File: src/design/lcsl_pkg.sv
// ----------------------------------------------------------------------------
// lcsl_pkg: shared types and constants for the longest common substring block
// Opcodes, field widths and the control bundle broadcast to the cell chain.
// ----------------------------------------------------------------------------
package lcsl_pkg;

    localparam int OP_W        = 2;
    localparam int SYM_W       = 8;
    localparam int LEN_W       = 7;
    localparam int MAX_LEN_DEF = 64;

    typedef logic [OP_W-1:0]  opcode_t;
    typedef logic [SYM_W-1:0] symbol_t;
    typedef logic [LEN_W-1:0] len_t;

    localparam opcode_t OP_APPEND = 2'd0;
    localparam opcode_t OP_STEP   = 2'd1;
    localparam opcode_t OP_END    = 2'd2;

    // Largest suffix length a cell can hold; lengths saturate here.
    localparam len_t LEN_SAT = '1;

    // Control broadcast from the sequencer to every cell.
    typedef struct packed {
        logic    step;    // second-string byte: update suffix length
        logic    append;  // first-string byte: the selected cell loads it
        logic    clear;   // drop the pair: empty every cell
        symbol_t symbol;
    } cell_ctl_t;

endpackage

File: src/design/lcsl_cell.sv
// ----------------------------------------------------------------------------
// lcsl_cell: one position of the first string
// Holds a stored byte, its suffix length and a running maximum that shifts
// toward the end of the chain.
// ----------------------------------------------------------------------------
module lcsl_cell (
    input  logic               clk,
    input  logic               rst_n,
    input  lcsl_pkg::cell_ctl_t ctl,
    input  logic               sel,
    input  lcsl_pkg::len_t     prev_len,
    input  lcsl_pkg::len_t     prev_best,
    output lcsl_pkg::len_t     len,
    output lcsl_pkg::len_t     best
);
    import lcsl_pkg::*;

    symbol_t text_reg;
    logic    valid_reg;
    logic    valid_next;
    len_t    len_reg;
    len_t    len_next;
    len_t    best_reg;
    len_t    best_next;
    len_t    best_tmp;

    always_comb
    begin
        valid_next = valid_reg;
        len_next   = len_reg;
        if (ctl.clear)
        begin
            valid_next = 1'b0;
            len_next   = '0;
        end
        else if (ctl.append && sel)
        begin
            valid_next = 1'b1;
            len_next   = '0;
        end
        else if (ctl.step)
        begin
            if (valid_reg && (text_reg == ctl.symbol))
                len_next = (prev_len == LEN_SAT) ? LEN_SAT : prev_len + len_t'(1);
            else
                len_next = '0;
        end

        // Fold in our own length and the neighbor's maximum.
        best_tmp  = (len_next > best_reg) ? len_next : best_reg;
        best_next = (prev_best > best_tmp) ? prev_best : best_tmp;
        if (ctl.clear)
            best_next = '0;
    end

    always_ff @(posedge clk or negedge rst_n)
    begin
        if (!rst_n)
        begin
            valid_reg <= 1'b0;
            len_reg   <= '0;
            best_reg  <= '0;
        end
        else
        begin
            valid_reg <= valid_next;
            len_reg   <= len_next;
            best_reg  <= best_next;
        end
    end

    always_ff @(posedge clk)
    begin
        if (ctl.append && sel)
            text_reg <= ctl.symbol;
    end

    assign len  = len_reg;
    assign best = best_reg;

endmodule

File: src/design/longest_common_substring_length.sv
// ----------------------------------------------------------------------------
// longest_common_substring_length: suffix-length table on a chain of cells
// Stores the first string one byte per cell, updates the whole column of
// suffix lengths per second-string byte and reports the longest match.
// ----------------------------------------------------------------------------
//
//  channel  | handshake            | payload
//  ---------+----------------------+--------------------------------
//  input    | in_valid / in_ready  | opcode, symbol
//  output   | out_valid / out_ready| match_length, overflowed
//
//  Append, step and ignored opcodes are taken back to back while idle.
//  An end item holds the input for the transfer and then a drain, in which
//  the running maximum shifts one cell per cycle down the chain; the last
//  drain step reads it at the last cell and clears the pair.
//  The result sits in an output register; a stalled output only holds the
//  block when the next end item finishes its drain.
//  Reset clears every cell's length, maximum and valid bit, the count and flag.
// ----------------------------------------------------------------------------
module longest_common_substring_length #(
    parameter int MAX_LEN = lcsl_pkg::MAX_LEN_DEF
) (
    input  logic              clk,
    input  logic              rst_n,
    input  logic              in_valid,
    output logic              in_ready,
    input  lcsl_pkg::opcode_t opcode,
    input  lcsl_pkg::symbol_t symbol,
    output logic              out_valid,
    input  logic              out_ready,
    output lcsl_pkg::len_t    match_length,
    output logic              overflowed
);
    import lcsl_pkg::*;

    localparam int CNT_W = $clog2(MAX_LEN + 1);
    localparam logic [CNT_W-1:0] CNT_FULL   = CNT_W'(MAX_LEN);
    localparam logic [CNT_W-1:0] DRAIN_LAST = CNT_W'(MAX_LEN - 1);

    localparam logic [0:0] S_IDLE  = 1'b0;
    localparam logic [0:0] S_DRAIN = 1'b1;

    logic [0:0]       state_reg;
    logic [0:0]       state_next;
    logic [CNT_W-1:0] count_reg;
    logic [CNT_W-1:0] count_next;
    logic [CNT_W-1:0] drain_reg;
    logic [CNT_W-1:0] drain_next;
    logic             overflow_reg;
    logic             overflow_next;
    logic             out_valid_reg;
    logic             out_valid_next;
    len_t             match_length_reg;
    logic             overflowed_reg;

    logic             accept;
    logic             finish;
    cell_ctl_t        ctl;

    len_t             len_w  [MAX_LEN];
    len_t             best_w [MAX_LEN];

    assign in_ready = (state_reg == S_IDLE);
    assign accept   = in_valid && in_ready;

    // Hand the result over once the drain is done and the output slot is free.
    assign finish = (state_reg == S_DRAIN) && (drain_reg == DRAIN_LAST)
                    && (!out_valid_reg || out_ready);

    always_comb
    begin
        ctl.step   = accept && (opcode == OP_STEP);
        ctl.append = accept && (opcode == OP_APPEND) && (count_reg != CNT_FULL);
        ctl.clear  = finish;
        ctl.symbol = symbol;
    end

    always_comb
    begin
        state_next    = state_reg;
        drain_next    = drain_reg;
        count_next    = count_reg;
        overflow_next = overflow_reg;

        unique case (state_reg)
            S_IDLE:
            begin
                if (accept && (opcode == OP_END))
                begin
                    state_next = S_DRAIN;
                    drain_next = '0;
                end
            end
            S_DRAIN:
            begin
                if (finish)
                    state_next = S_IDLE;
                else if (drain_reg != DRAIN_LAST)
                    drain_next = drain_reg + CNT_W'(1);
            end
            default:
            begin
                state_next = S_IDLE;
            end
        endcase

        if (ctl.append)
            count_next = count_reg + CNT_W'(1);
        else if (accept && (opcode == OP_APPEND))
            overflow_next = 1'b1;   // store full: drop the byte

        if (finish)
        begin
            count_next    = '0;
            overflow_next = 1'b0;
        end

        out_valid_next = out_valid_reg;
        if (finish)
            out_valid_next = 1'b1;
        else if (out_ready)
            out_valid_next = 1'b0;
    end

    always_ff @(posedge clk or negedge rst_n)
    begin
        if (!rst_n)
        begin
            state_reg     <= S_IDLE;
            drain_reg     <= '0;
            count_reg     <= '0;
            overflow_reg  <= 1'b0;
            out_valid_reg <= 1'b0;
        end
        else
        begin
            state_reg     <= state_next;
            drain_reg     <= drain_next;
            count_reg     <= count_next;
            overflow_reg  <= overflow_next;
            out_valid_reg <= out_valid_next;
        end
    end

    // Capture the result payload with the transfer into the output register.
    always_ff @(posedge clk)
    begin
        if (finish)
        begin
            match_length_reg <= best_w[MAX_LEN-1];
            overflowed_reg   <= overflow_reg;
        end
    end

    // Cell k sees the old length and maximum of cell k-1; cell 0 sees zero.
    for (genvar k = 0; k < MAX_LEN; k++)
    begin : g_cell
        len_t prev_len;
        len_t prev_best;
        logic sel;

        if (k == 0)
        begin : g_head
            assign prev_len  = '0;
            assign prev_best = '0;
        end
        else
        begin : g_body
            assign prev_len  = len_w[k-1];
            assign prev_best = best_w[k-1];
        end

        assign sel = (count_reg == CNT_W'(k));

        lcsl_cell u_cell (
            .clk       (clk),
            .rst_n     (rst_n),
            .ctl       (ctl),
            .sel       (sel),
            .prev_len  (prev_len),
            .prev_best (prev_best),
            .len       (len_w[k]),
            .best      (best_w[k])
        );
    end

    assign out_valid    = out_valid_reg;
    assign match_length = match_length_reg;
    assign overflowed   = overflowed_reg;

endmodule

File: config.mk
export PLATFORM = sky130hd
export DESIGN_NAME = longest_common_substring_length
export DESIGN_NICKNAME = d
export VERILOG_FILES = /design/src/design/lcsl_pkg.sv /design/src/design/lcsl_cell.sv /design/src/design/longest_common_substring_length.sv
export SDC_FILE = /design/constraint.sdc
export NUM_CORES = 2
export LEC_CHECK = 0
export BUFFER_PORTS_ARGS = -buffer_cell sky130_fd_sc_hd__clkbuf_2
export CORE_MARGIN = 2
export CORE_UTILIZATION = 50
export CTS_BUF_LIST = sky130_fd_sc_hd__clkbuf_4
export DETAILED_ROUTE_END_ITERATION = 12
export PLACE_DENSITY = 0.73
export SLEW_MARGIN = 15
export SYNTH_ARGS = -nofsm -noshare
export SYNTH_HDL_FRONTEND = slang
export SYNTH_SLANG_ARGS = --single-unit
File: constraint.sdc
create_clock -name clk -period 14.3 [get_ports clk]
set_clock_uncertainty 0.2 [all_clocks]
set_input_delay 0.715 -clock clk [delete_from_list [all_inputs] [get_ports clk]]
set_output_delay 0.715 -clock clk [all_outputs]
set_load 0.05 [all_outputs]
---- Yosys cells after proc, flatten, opt, wreduce, memory -nomap -nowiden ----
Index checks and enable logic that the tools add are counted.
Widths: inputs -> output; s select.
word-level totals
  register bits ........................... 1497
  bits in latches ......................... 0
  bits in writable memories ............... 0
  ROM bits ................................ 0
  output and inout bits ................... 10
  word-level logic and storage cells ...... 1517
  memories kept ........................... 0
cells by class
  add/subtract/negate cells ............... 65
  multipliers ............................. 0
  div/mod/pow operators ................... 0
  magnitude comparators ................... 128
  eq/ne operators ......................... 199
  shift operators ......................... 0
  mux-type cells .......................... 653
  bitwise gates (word level) .............. 1
  reductions and logical operators ........ 208
operator list
  cell                 number
  $mux 7               515
  $gt 7x7->1           127
  $eq 8x8->1           64
  $add 7x1->7 const B  65
  $eq 7x7->1 const B   63
  $eq 7x6->1 const B   33
  $mux 1               136
  $logic_and 1x1->1    135
  $reduce_bool 2->1    67
  $eq 7x5->1 const B   16
  $eq 7x4->1 const B   8
  $eq 7x3->1 const B   4
  $eq 7x2->1 const B   2
  $pmux 7 s2           1
  $eq 7x1->1 const B   1
  $gt 1x7->1 const A   1
  $logic_not 7->1      1
  $ne 7x6->1 const B   1
  $ne 7x7->1 const B   1
  $ne 2x1->1 const B   2
  $ne 2x2->1 const B   2
  $reduce_and 3->1     1
  $eq 2x1->1 const B   1
  $eq 2x2->1 const B   1
  other kinds (6)      6

---- Logic depth before layout (Yosys ltp) ----
  word-level depth ........................ 12
  mapped depth ............................ 27
  depth with buffers taken out ............ 21

---- By module ----
Synthesis repeated with hierarchy kept, for this count alone.
unflattened totals
  cell total of the unflattened synthesis .. 9828
  area, all modules ....................... 98394.4 um^2
by module, submodules not included
  module                             times used  cells an instance  area each (um^2)
  lcsl_cell (g_cell[21].u_cell ...)  29          149                1493.9
  lcsl_cell (g_cell[0].u_cell ...)   19          159                1566.5
  lcsl_cell (g_cell[54].u_cell ...)  12          142                1480.2
  lcsl_cell (g_cell[8].u_cell)       1           146                1560.2
  longest_common_substring_length    1           192                1550.2
  lcsl_cell (g_cell[53].u_cell)      1           162                1525.2
  lcsl_cell (g_cell[5].u_cell)       1           142                1471.4
  lcsl_cell (g_cell[9].u_cell)       1           140                1437.6

---- Worst setup path after synthesis ----
No wires, ideal clock.
  kind .................................... input to register
  start point ............................. in opcode[0]
  end point ............................... reg g_cell[12].u_cell.best_reg[2]
  library setup time ...................... 0.082 ns
  arrival time ............................ 5.680 ns
  required time ........................... 14.018 ns
  slack ................................... 8.338 ns
  cell stages on the path ................. 22
  cells stage by stage .................... or4b_1 > buf_6 > buf_6 > nor3_1 > nor2_1 > and3_1 > ha_1 > a21o_1 > a221o_1 > a31oi_1 > a21o_1 > clkbuf_1 > nand2_1 > and2_1 > ha_1 > a211oi_1 > nor2_1 > or3_1 > o21ai_0 > clkbuf_1 > o21ai_0 > a31oi_1
on the way
  longest elaborated chain between the ends .. 11
ends and longest elaborated chain
  element                                   line                                   text
  start, declared                           longest_common_substring_length.sv:27  input lcsl_pkg::opcode_t opcode,
  $logic_not 2->1                           longest_common_substring_length.sv:73  ctl.append = accept && (opcode == OP_APPEND) && (count_reg != CNT_FULL);
  $logic_and 1x1->1 (2 in a row)            longest_common_substring_length.sv:73
  $logic_and 1x1->1                         lcsl_cell.sv:36                        else if (ctl.append && sel)
  $mux 7 (*)                                lcsl_cell.sv:36
  $mux 7 (*)                                lcsl_cell.sv:31                        if (ctl.clear)
  named net g_cell[12].u_cell.len_next[5]   lcsl_cell.sv:22                        len_t len_next;
  $gt 7x7->1                                lcsl_cell.sv:50                        best_tmp = (len_next > best_reg) ? len_next : best_reg;
  $mux 7 (*)                                lcsl_cell.sv:50
  $gt 7x7->1                                lcsl_cell.sv:51                        best_next = (prev_best > best_tmp) ? prev_best : best_tmp;
  $mux 7 (*)                                lcsl_cell.sv:51
  $mux 7 (*)                                lcsl_cell.sv:52                        if (ctl.clear)
  named net g_cell[12].u_cell.best_next[2]  lcsl_cell.sv:24                        len_t best_next;
  end signal, assigned                      lcsl_cell.sv:68                        best_reg <= best_next;
  end, declared                             lcsl_cell.sv:23                        len_t best_reg;
Mark *: on every way through the listed nets, which the timed path passes. The rest lies on a longest branch.
A chain may end at the register's enable or synchronous reset.

---- Worst setup path in the final report ----
  start point ............................. reg drain_reg[0]
  end point ............................... reg g_cell[10].u_cell.best_reg[5]
on the way
  longest elaborated chain between the ends .. 9
ends and longest elaborated chain
  element                                   line                                    text
  start, declared                           longest_common_substring_length.sv:47   logic [CNT_W-1:0] drain_reg;
  start signal, assigned                    longest_common_substring_length.sv:138  drain_reg <= drain_next;
  $eq 7x6->1 (*)                            longest_common_substring_length.sv:67   assign finish = (state_reg == S_DRAIN) && (drain_reg == DRAIN_LAST)
  $logic_and 1x1->1 (*)                     longest_common_substring_length.sv:67
  $logic_and 1x1->1 (*)                     longest_common_substring_length.sv:68   && (!out_valid_reg || out_ready);
  $mux 7 (*)                                lcsl_cell.sv:31
  named net g_cell[10].u_cell.len_next[2]   lcsl_cell.sv:22
  $gt 7x7->1                                lcsl_cell.sv:50
  $mux 7 (*)                                lcsl_cell.sv:50
  $gt 7x7->1                                lcsl_cell.sv:51
  $mux 7 (*)                                lcsl_cell.sv:51
  $mux 7 (*)                                lcsl_cell.sv:52
  named net g_cell[10].u_cell.best_next[5]  lcsl_cell.sv:24
  end signal, assigned                      lcsl_cell.sv:68
  end, declared                             lcsl_cell.sv:23
Marks and branches as above.

==> results_dict.tcl <==
set metrics [dict create \
    intPower_uw 8450 \
    wirelength_um 250000 \
    overflow 0 \
    critPathSlowestCell "a2111oi_0" \
    grt.busiest_layer "met2" \
    r2r_end "g_cell[10].u_cell.best[5]" \
    drt-initial-drc-count 5883 \
    slew_headroom_pct 21.2 \
    hold_slack_ps 207 \
    cp-end-kind "flip-flop" \
    syn_nets 10700 \
    r2r-start "drain_reg[0]" \
    maxCapViolCount 0 \
    num_io_pins 24 \
    synthesis.area_sq_um 95800 \
    drive_above_1_share_pct 9.83 \
    syn_to_final_growth_pct 8.03 \
    synth_top_area_share_pct 25.5 \
    grt.met3_usage_pct 4.21 \
    arrival_ps 8690 \
    min_from "symbol[2]" \
    largest_reg_flops 512 \
    rrSetupSlack_ps 6640 \
    avgSynthCellArea_sq_um 9.87 \
    ys_async_sr_fraction_pct 65.3 \
    clkTransAtPathRegs_ps 80 \
    peakVddDrop_mv 0.0868 \
    min_path_type "in2reg" \
    post_drt_wl_per_cell_um 19.6 \
    ys_types 106 \
    pwr-share-comb_pct 31.6 \
    path_common_cell "a21oi_1" \
    final_area_sq_um 103000 \
    status "finished, final reports clean" \
    grt_pass1_wl_um 409000 \
    seq_area_sq_um 40100 \
    setup_violations 0 \
    pwr-share-clk_pct 28.7 \
    gp_congestion 0.921 \
    dieArea_sq_um 195000 \
    required_ps 15330 \
    fp-row-count 160 \
    core_sq_um 190000 \
    rsz0062_at_grt "no" \
    multi_input_area_sq_um 52000 \
    fmax_ghz 0.131 \
    timing.final.crit_share_pct 53.6 \
    drc 0 \
    die_h_um 442 \
    leakagePower_uw 0.0450 \
    cts_tree "built" \
    cp-start-kind "flip-flop" \
    post_cts_buffers 0 \
    ant_nets 0 \
    grt_pass1_vias 78700 \
    grt_util_met2_pct 40.6 \
    fin_tns_setup_ps 0 \
    insertion_delay_ps 1380 \
    synth_area_leaders "dfrtp_1, edfxtp_1, ha_1, xnor2_1, nand2_1" \
    dp.cells 12000 \
    viasPerCell 6.11 \
    hold_viol 0 \
    synth_top_area_cell "dfrtp_1" \
    post_cts_resized 0 \
    root_buffer "clkbuf_4" \
    vias 77900 \
    p_seq_share_pct 39.7 \
    timing.critical_path.to "g_cell[10].u_cell.best[5]" \
    place_area_sq_um 98200 \
    fin_crit_ps 7660 \
    numPortBuffers 23 \
    synth_seq_area_share_pct 41.8 \
    switchingPower_uw 4900 \
    cp.depth 20 \
    grt_max_degree 152 \
    cts_made_buffers 409 \
    power_uw 13300 \
    initial_core_util_pct 50.4 \
    path_delay_family "compound AO/OA/AOI/OAI gates" \
    h-tree-depth 5 \
    antenna_found_initial 4 \
    fp.dieW_um 442 \
    synth_edf_count 520 \
    powerDensity_nw_per_um2 129 \
    synth_common_cells "dfrtp_1, ha_1, nand2_1" \
    synth_flop_cell "dfrtp_1" \
    stdcell_count 12800 \
    drv_slew 0 \
    tightest_slew_ps 1180 \
    max-clock-path-buffers 4 \
    crit_type "reg2reg" \
    drtPass1Iterations 7 \
    use_met1_pct 34.0 \
    critPathLaunch "drain_reg[0]" \
    yosys_warnings 0 \
    critical-path-max-stage-delay_ps 730 \
    synth.most_common_cell "dfrtp_1" \
    dpl.hpwl_um 176000 \
    synth-seq-cells 1497 \
    syn_inst 9710 \
    fin_nets 10900 \
    path_max_fanout 63 \
    track_usage_pct 25.2 \
    clock-sinks 1497 \
    reg2reg_depth 20 \
    path_cells "ha_1, nand4_2, or3_4, buf_4, buf_4, buf_4, nand2_1, a21oi_1, ha_1, a21oi_1, a21oi_1, a2111oi_0, nor2_1, mux2i_1, ha_1, a21oi_1, a21oi_1, a2111oi_0, o21ai_0, o2bb2ai_1" \
    fillCellCount 16600 \
    critPathBufInv 3 \
    swShare_pct 36.7 \
]
## worst min-delay path by stage
| stage | to | cells past startpoint |
|---|---|---|
| after floorplan | count_reg[0] | 0 |
| after global placement | match_length[1] | 0 |
| after detailed placement | match_length[2] | 0 |
| after CTS | g_cell[18].u_cell.text_reg[2] | 2 |
| after global routing | g_cell[60].u_cell.text_reg[5] | 2 |
| final | g_cell[18].u_cell.text_reg[2] | 2 |
## through the flow
step	worst slack [ps]	utilization [%]
2_1_floorplan	8340	-
3_3_place_gp	6610	51.6
3_5_place_dp	6500	51.6
4_1_cts	6660	54.4
5_1_grt	5940	54.4
6_report	6640	54.4
## cell families after synthesis
group | count (synthesis) | share of synthesized area (%)
AOI/OAI and AO/OA | 2468 | 17.3
adders and majority gates | 957 | 12.5
muxes | 283 | 2.98
xor gates and xnor gates | 615 | 5.62
and+or+nand+nor | 2983 | 15.8
buffers and inverters | 907 | 3.93
DFF | 1497 | 41.8
## metal layers
layer  wire length [um]  part of all wire, %  vias up
li1                   -                    -    36800
met1             111000                   44    37900
met2             115000                   46     2536
met3              16000                  6.4      632
met4               8310                  3.3        2
met5                201                0.080        -
## power groups by stage
stage	clock, uW	sequential (uW)	combinational, uW
after detailed placement	0	5360	4140
after global placement	0	5360	3910
after floorplan	0	5140	3240
after CTS	3930	5280	4170
final	3840	5290	4210
after global routing	4150	5330	4800
## timing repair
| item | in CTS | in global routing |
|---|---|---|
| hold buffers | 17 | 0 |
| setup endpoints to repair | 0 | 0 |
| hold endpoints to repair | 507 | 0 |
## cell type report
type                       count  share of cell area, %
tap                         2511                   3.04
clock buffer                 591                   4.29
sequential                  1497                   38.7
antenna                        9                 0.0218
timing repair buffer         109                  0.900
clock inverter               138                  0.612
inverter                     591                   2.15
multi-input combinational   7306                   50.3
## placed cells by master, fill, tap and decap left out, types with 111 or more instances in the layout
master / instances
xnor2_1: 467
mux2i_1: 277
inv_1: 584
and3_1: 160
clkbuf_4: 591
o21ai_0: 479
o22ai_1: 122
ha_1: 957
nand3_1: 353
nand4_1: 260
edfxtp_1: 520
nor3_1: 174
nand2_1: 883
nor2_1: 540
xor2_1: 148
a21oi_1: 653
a221o_1: 111
dfrtp_1: 977
a31oi_1: 179
No activity file was read; power rests on OpenSTA's default activity.
